[src/rtl/nfs_op_per_client_counter_top_macros.svh]
// Assertion helpers shared by the counter table RTL.
`ifndef NFS_OP_PER_CLIENT_COUNTER_TOP_MACROS_SVH
`define NFS_OP_PER_CLIENT_COUNTER_TOP_MACROS_SVH

// Same-cycle implication, disabled while in reset.
`define NFSC_ASSERT_IMPL(label, clk, rst_n, ante, cons, msg) \
    label: assert property (@(posedge clk) disable iff (!rst_n) (ante) |-> (cons)) \
        else $error(msg);

// Next-cycle implication, disabled while in reset.
`define NFSC_ASSERT_NEXT(label, clk, rst_n, ante, cons, msg) \
    label: assert property (@(posedge clk) disable iff (!rst_n) (ante) |=> (cons)) \
        else $error(msg);

`endif

[src/rtl/nfsc_pkg.sv]
package nfsc_pkg;

    localparam int CLIENT_SLOTS = 64;
    localparam int SLOT_W       = $clog2(CLIENT_SLOTS);
    localparam int NUM_OPS      = 24;
    localparam int OP_W         = 5;
    localparam int ADDR_W       = 32;
    localparam int V2_PROCS     = 18;
    localparam int V3_PROCS     = 22;
    localparam int OPC_DEPTH    = CLIENT_SLOTS * NUM_OPS;
    localparam int OPC_AW       = $clog2(OPC_DEPTH);

    localparam logic [7:0] NFS_V2 = 8'd2;
    localparam logic [7:0] NFS_V3 = 8'd3;

    // ST_FULL doubles as "lookup pending" for a record until a cell claims it,
    // ST_EMPTY likewise for a read request.
    typedef enum logic [2:0] {
        ST_OK       = 3'd0,
        ST_REPLY    = 3'd1,
        ST_BAD_VER  = 3'd2,
        ST_BAD_PROC = 3'd3,
        ST_FULL     = 3'd4,
        ST_EMPTY    = 3'd5
    } t_status;

    typedef enum logic {
        REQ_RECORD = 1'b0,
        REQ_READ   = 1'b1
    } t_req;

    typedef enum logic {
        TAIL_IDLE,
        TAIL_READ
    } t_tail_state;

    // v3 procedure to unified operation
    localparam logic [OP_W-1:0] V3_MAP [V3_PROCS] = '{
        5'd0,  5'd1,  5'd2,  5'd4,  5'd18, 5'd5,  5'd6,  5'd8,  5'd9,  5'd14, 5'd13,
        5'd19, 5'd10, 5'd15, 5'd11, 5'd12, 5'd16, 5'd20, 5'd17, 5'd21, 5'd22, 5'd23
    };

    // Request travelling down the cell row
    typedef struct packed {
        logic              vld;
        logic              rd;
        logic              live;
        logic              hit;
        t_status           status;
        logic [SLOT_W-1:0] slot;
        logic [ADDR_W-1:0] key;
        logic [OP_W-1:0]   op;
        logic              intr;
    } t_pkt;

    typedef struct packed {
        t_status         status;
        logic [OP_W-1:0] op;
    } t_map;

    function automatic t_map map_proc(input logic [7:0] ver, input logic [7:0] proc);
        t_map m;
        m.status = ST_FULL;
        m.op     = '0;
        if (ver == NFS_V2) begin
            if (proc < 8'(V2_PROCS)) begin
                m.op = proc[OP_W-1:0];
            end else begin
                m.status = ST_BAD_PROC;
            end
        end else if (ver == NFS_V3) begin
            if (proc < 8'(V3_PROCS)) begin
                m.op = V3_MAP[proc[OP_W-1:0]];
            end else begin
                m.status = ST_BAD_PROC;
            end
        end else begin
            m.status = ST_BAD_VER;
        end
        return m;
    endfunction

endpackage

[src/rtl/nfsc_cell.sv]
`include "nfs_op_per_client_counter_top_macros.svh"

module nfsc_cell #(
    parameter int COUNTER_BITS = 48,
    parameter int IDX          = 0
) (
    input  logic                    i_clk,
    input  logic                    i_rst_n,
    input  logic                    i_adv,
    input  nfsc_pkg::t_pkt          i_pkt,
    input  logic [COUNTER_BITS-1:0] i_total,
    input  logic [COUNTER_BITS-1:0] i_icnt,
    output nfsc_pkg::t_pkt          o_pkt,
    output logic [COUNTER_BITS-1:0] o_total,
    output logic [COUNTER_BITS-1:0] o_icnt
);

    import nfsc_pkg::*;

    localparam logic [COUNTER_BITS-1:0] CNT_ONE = COUNTER_BITS'(1);
    localparam logic [COUNTER_BITS-1:0] CNT_MAX = '1;
    localparam logic [SLOT_W-1:0]       MY_SLOT = SLOT_W'(IDX);

    logic                    r_valid,   n_valid;
    logic [ADDR_W-1:0]       r_key,     n_key;
    logic [COUNTER_BITS-1:0] r_total,   n_total;
    logic [COUNTER_BITS-1:0] r_icnt,    n_icnt;
    t_pkt                    r_pkt,     n_pkt;
    logic [COUNTER_BITS-1:0] r_out_tot, n_out_tot;
    logic [COUNTER_BITS-1:0] r_out_ic,  n_out_ic;
    logic [COUNTER_BITS-1:0] w_total_inc;
    logic [COUNTER_BITS-1:0] w_icnt_inc;
    logic                    w_take;

    assign w_total_inc = (r_total == CNT_MAX) ? r_total : r_total + CNT_ONE;
    assign w_icnt_inc  = (r_icnt  == CNT_MAX) ? r_icnt  : r_icnt  + CNT_ONE;
    assign w_take      = i_pkt.vld && i_pkt.live && !i_pkt.hit;

    always_comb begin
        n_valid   = r_valid;
        n_key     = r_key;
        n_total   = r_total;
        n_icnt    = r_icnt;
        n_pkt     = i_pkt;
        n_out_tot = i_total;
        n_out_ic  = i_icnt;
        if (w_take) begin
            if (i_pkt.rd) begin
                if (r_valid && i_pkt.slot == MY_SLOT) begin
                    n_pkt.hit    = 1'b1;
                    n_pkt.status = ST_OK;
                    n_pkt.key    = r_key;
                    n_out_tot    = r_total;
                    n_out_ic     = r_icnt;
                end
            end else if (r_valid && r_key == i_pkt.key) begin
                n_pkt.hit    = 1'b1;
                n_pkt.status = ST_OK;
                n_pkt.slot   = MY_SLOT;
                n_total      = w_total_inc;
                n_icnt       = i_pkt.intr ? w_icnt_inc : r_icnt;
                n_out_tot    = n_total;
                n_out_ic     = n_icnt;
            end else if (!r_valid) begin
                // first free slot: claim it, counters start fresh
                n_pkt.hit    = 1'b1;
                n_pkt.status = ST_OK;
                n_pkt.slot   = MY_SLOT;
                n_valid      = 1'b1;
                n_key        = i_pkt.key;
                n_total      = CNT_ONE;
                n_icnt       = i_pkt.intr ? CNT_ONE : '0;
                n_out_tot    = n_total;
                n_out_ic     = n_icnt;
            end
        end
    end

    always_ff @(posedge i_clk) begin
        if (!i_rst_n) begin
            r_valid   <= 1'b0;
            r_pkt.vld <= 1'b0;
        end else if (i_adv) begin
            r_valid   <= n_valid;
            r_key     <= n_key;
            r_total   <= n_total;
            r_icnt    <= n_icnt;
            r_pkt     <= n_pkt;
            r_out_tot <= n_out_tot;
            r_out_ic  <= n_out_ic;
        end
    end

    assign o_pkt   = r_pkt;
    assign o_total = r_out_tot;
    assign o_icnt  = r_out_ic;

    `NFSC_ASSERT_NEXT(a_slot_kept, i_clk, i_rst_n, r_valid, r_valid, "allocated slot released")
    `NFSC_ASSERT_IMPL(a_take_keeps_order, i_clk, i_rst_n, i_adv && w_take && !i_pkt.rd && !r_valid, n_pkt.slot == MY_SLOT, "free slot not claimed")

endmodule

[config.mk]
export PLATFORM = sky130hd
export DESIGN_NAME = nfsc_cell
export DESIGN_NICKNAME = d
export VERILOG_FILES = /design/src/rtl/nfsc_pkg.sv /design/src/rtl/nfsc_cell.sv
export VERILOG_INCLUDE_DIRS = /design/src /design/src/rtl
export SDC_FILE = /design/constraint.sdc
export NUM_CORES = 1
export LEC_CHECK = 0
export BUFFER_PORTS_ARGS = -buffer_cell sky130_fd_sc_hd__buf_4
export CORE_UTILIZATION = 55
export DETAILED_ROUTE_END_ITERATION = 6
export PLACE_DENSITY = 0.8
export SYNTH_ARGS = -nofsm -noshare
export SYNTH_HDL_FRONTEND = slang
export SYNTH_SLANG_ARGS = --single-unit
[constraint.sdc]
create_clock -name i_clk -period 8.19 [get_ports i_clk]
set_input_delay 0.819 -clock i_clk [delete_from_list [all_inputs] [get_ports i_clk]]
set_output_delay 0.819 -clock i_clk [all_outputs]
set_load 0.01 [all_outputs]
==> key figures <==
Cells and area
  – Multi-input logic area: 6010 um2
  – Proportion of layout cells with a drive suffix above 1: 25.7%
  – Area delta synth->final: 23.4%
  – Fillers: 1,953
  – Final net count: 1,708
  – Post-route cell area: 18,000 um2
  – FF+latch area: 8270 um2

Critical path
  – CP Launch Type: flop
  – Crit path from: r_key[24]$_DFFE_PP_
  – R2r worst-path depth: 6
  – Crit-path cells: xor2_1 > nor4_1 > nand4_1 > o21ai_1 > and3_4 > buf_4
  – Critical path peak fanout: 49
  – CP peak stage delay: 0.76 ns
  – Cell family with most CP delay: simple AND/OR/NAND/NOR gates
  – WP buf/inv: 1
  – Reg-to-reg startpoint: r_key[24]$_DFFE_PP_
  – WP data required: 8.37 ns
  – Worst Path Arrival: 4.04 ns
  – Critical Path End Type: flop
  – R2r endpoint: r_total[41]$_SDFFCE_PP0P_
  – Reg2reg setup slack: 4.33 ns
  – Worst Setup Path Type: flop to flop
  – Slowest cell on the critical path: and3_4

Pwr
  – Pwr Density: 180 nW/um2
  – Combinational power share: 9.5%
  – NetSw: 0.713 mW
  – Pint: 2.54 mW
  – Sw Ratio: 21.9%
  – Worst vdd ir: 136 uV
  – Clock share of power: 40.3%
  – Leakage: 6.54 nW
  – Seq pwr share: 50.3%
  – Pwr Total: 3.25 mW

Floorplan
  – Total die area: 27,200 um2
  – IO Pins: 297
  – Floorplan row count: 59
  – Chip Height: 165 um
  – Starting density of the core: 56.0%
  – CORE AREA: 26,100 um2
  – Die width: 165 um

Routing
  – DR DRC count: 0
  – Via count: 12,311
  – Drt first pass iters: 5
  – Routed WL: 42.5 mm
  – Vias per std cell: 6.44
  – Average wire per standard cell: 22.3 um
  – Initial DRC count: 1,605
  – ANT nets after route: 0

STA
  – Period Utilization, post-route: 47.1%
  – Hold WS: 0.453 ns
  – Fin crit period: 3.86 ns
  – RSZ-0062 raised after global routing: no
  – Worst-Margin Slew: 1.21 ns
  – Setup-failing EPs final: 0
  – Setup TNS: 0 ns
  – Fmax: 0.259 GHz
  – Max-slew headroom: 18.7%
  – Fin. max-slew vios: 0
  – Fin worst setup slack: 4.33 ns
  – Skew final: 0.0329 ns
  – Final hold vios: 0

Global routing
  – Total global routing overflow: 0
  – First-pass GRT wire length: 64.4 mm
  – Global-route usage over all layers: 30.8%
  – Number of global-route vias before repair: 11,678
  – Largest net degree at the start of global routing: 80
  – Initial antenna violation count: 2

Clocking
  – Hold buffers post-CTS: 0
  – Total setup buffers inserted after CTS: 0
  – CTS resizes: 0
  – CTS Root Cell: clkbuf_16
  – CTS Sinks: 276
  – Max Root-Sink Buffers: 3
  – Worst-skew pair later-pin latency: 0.57 ns
  – H-tree Lvls: 1
  – Cts bufs inserted: 28
  – CTS tree: done
  – Clk slew on worst S/H paths: 0.06 ns

Job
  – Max_cap viols: 0

Yosys
  – Synth Net Count: 1,449
  – Synth Register Bits: 276
  – Ys async rst share: 0%
  – Syn Area/Cell: 11.2 um2
  – Most used DFF post-synth: edfxtp_1
  – Mapped cell area: 14,600 um2
  – Post-synth EDFFs: 274
  – Synthesized instance count: 1,297
  – Post-synth cell types: 70
  – Seq/Total Area, Yosys: 56.7%
  – Synth warn: 0

Status
  – Status: completed

Hold path
  – Min-Delay Endpoint: o_pkt[1]$_DFFE_PP_
  – WHS Path Cells: 1
  – Worst min path class: primary input to flop
  – Min-delay src: i_pkt[1]

Place
  – PortBufs: 296
  – Area post-placement: 17,100 um2
  – Dpl ws: 3.88 ns
  – DP Wirelength: 28.4 mm
  – Gpl congestion: 0.929
[Yosys cell counts, types with 2 or more instances]
cell type  number  share of area (%)
nor3_1         24               0.82
a22oi_1        67                3.4
o211a_1         2               0.14
mux2i_1         5               0.34
and3b_1         2               0.12
o21ai_0        89                3.1
ha_1            2               0.17
a21o_1          5               0.26
and4_1         15               0.90
o311ai_0        3               0.18
a221o_1        16                1.1
and3_1         28                1.2
dfxtp_1         2               0.27
o31ai_1        14               0.72
mux2_2         32                2.5
nand3_1        52                1.8
o41ai_1         2               0.12
xor2_1         71                4.3
o22ai_1        15               0.64
nand4_1        29                1.2
o211ai_1        3               0.15
clkbuf_1       69                1.8
or4_1           3               0.15
o21a_1          2               0.10
a211oi_1        3               0.15
nor2b_1         4               0.17
a31oi_1         3               0.13
a21oi_1        34                1.2
o21ai_1         4               0.14
buf_1           7               0.18
buf_2           3               0.10
or3_1           6               0.26
and2_1         17               0.73
or2_2           3               0.13
nor4_1         27                1.2
nand2_1        86                2.2
edfxtp_1      274                 56
xnor2_1        46                2.8
nor3b_1         5               0.26
a22o_1         51                3.1
nor2_1        130                3.3
nand2b_1        2              0.086
inv_1          13               0.33
[cells by family after synthesis]
logic type	count (synthesis)	synth area share [%]
adder cells (fa/ha/maj)	2	0.171
AO/OA/AOI/OAI	323	15.3
XOR/XNOR	117	7.02
multiplexers	37	2.81
flip-flops	276	56.7
buffers and inverters	95	2.57
AND/OR/NAND/NOR	447	15.5
[power groups by stage]
stage	clock network, mW	registers (mW)	logic, mW
2_1_floorplan	0	1.69	0.101
3_3_place_gp	0	1.66	0.299
3_5_place_dp	0	1.66	0.305
4_1_cts	1.31	1.63	0.307
5_1_grt	1.37	1.64	0.331
6_report	1.31	1.63	0.308
[flip-flops by register name, indices dropped and copies added, names as in the netlist]
register / cells
r_key: 32
r_icnt: 48
o_total: 48
r_total: 48
o_icnt: 48
o_pkt: 51
r_valid: 1
[layout by cell type (no fill, tap or decap), drive strengths merged, types with 4 or more instances in the layout]
| master | netlist | layout |
|---|---|---|
| a21o | 5 | 5 |
| a21oi | 34 | 34 |
| a221o | 16 | 16 |
| a22o | 51 | 51 |
| a22oi | 67 | 67 |
| and2 | 17 | 17 |
| and3 | 30 | 30 |
| and4 | 15 | 15 |
| buf | 12 | 311 |
| bufinv | 0 | 4 |
| clkbuf | 70 | 35 |
| clkinv | 0 | 8 |
| edfxtp | 274 | 274 |
| inv | 13 | 13 |
| mux2 | 32 | 32 |
| mux2i | 5 | 5 |
| nand2 | 86 | 86 |
| nand3 | 53 | 53 |
| nand4 | 29 | 29 |
| nor2 | 130 | 130 |
| nor2b | 4 | 4 |
| nor3 | 25 | 25 |
| nor3b | 5 | 5 |
| nor4 | 27 | 27 |
| o211ai | 5 | 5 |
| o21ai | 93 | 93 |
| o22ai | 15 | 15 |
| o31ai | 14 | 14 |
| or2 | 4 | 4 |
| or3 | 8 | 8 |
| or4 | 5 | 5 |
| xnor2 | 46 | 46 |
| xor2 | 71 | 71 |
[worst max-delay path by stage]
stage                                            to  slack, ns  depth (start not counted)
final                     r_total[41]$_SDFFCE_PP0P_       4.33                          6
after global routing      r_total[43]$_SDFFCE_PP0P_       4.07                          6
after CTS                 r_total[43]$_SDFFCE_PP0P_       4.38                          6
after detailed placement       o_total[3]$_DFFE_PP_       3.88                          7
after global placement    r_total[12]$_SDFFCE_PP0P_       4.03                          7
after floorplan                 r_icnt[0]$_DFFE_PP_       0.99                          2
[area by class of cell]
cell class | instances | share of cell area [%]
Antenna cell | 3 | 0.0417
Timing Repair Buffer | 311 | 13.0
Inverter | 13 | 0.271
Clock inverter | 13 | 0.917
Sequential cell | 276 | 45.9
Tap cell | 335 | 2.33
Multi-Input combinational cell | 926 | 33.4
Clock buffer | 35 | 4.16
[per-stage QoR]
step	utilization (%)	std cells
after CTS	69.1	1909
final	69.1	1912
after global placement	65.6	1861
after detailed placement	65.6	1861
after floorplan	-	1297
after global routing	69.1	1911
[worst register-to-register path, stage by stage (launching register included)]
cell and delay, ns:
edfxtp_1 0.41, xor2_1 0.19, nor4_1 0.40, nand4_1 0.38
o21ai_1 0.61, and3_4 0.76, buf_4 0.73
[routing by layer]
metal / part of all wire [%] / wire [um] / global-route usage, % / up-vias
li1: - / - / - / 5503
met1: 39 / 16500 / 41.6 / 5932
met2: 47 / 20200 / 49.0 / 766
met3: 9.7 / 4120 / 4.42 / 110
met4: 4.1 / 1760 / 14.3 / 0
met5: 0 / 0 / 0 / -
(Power assumes the default switching activity.)
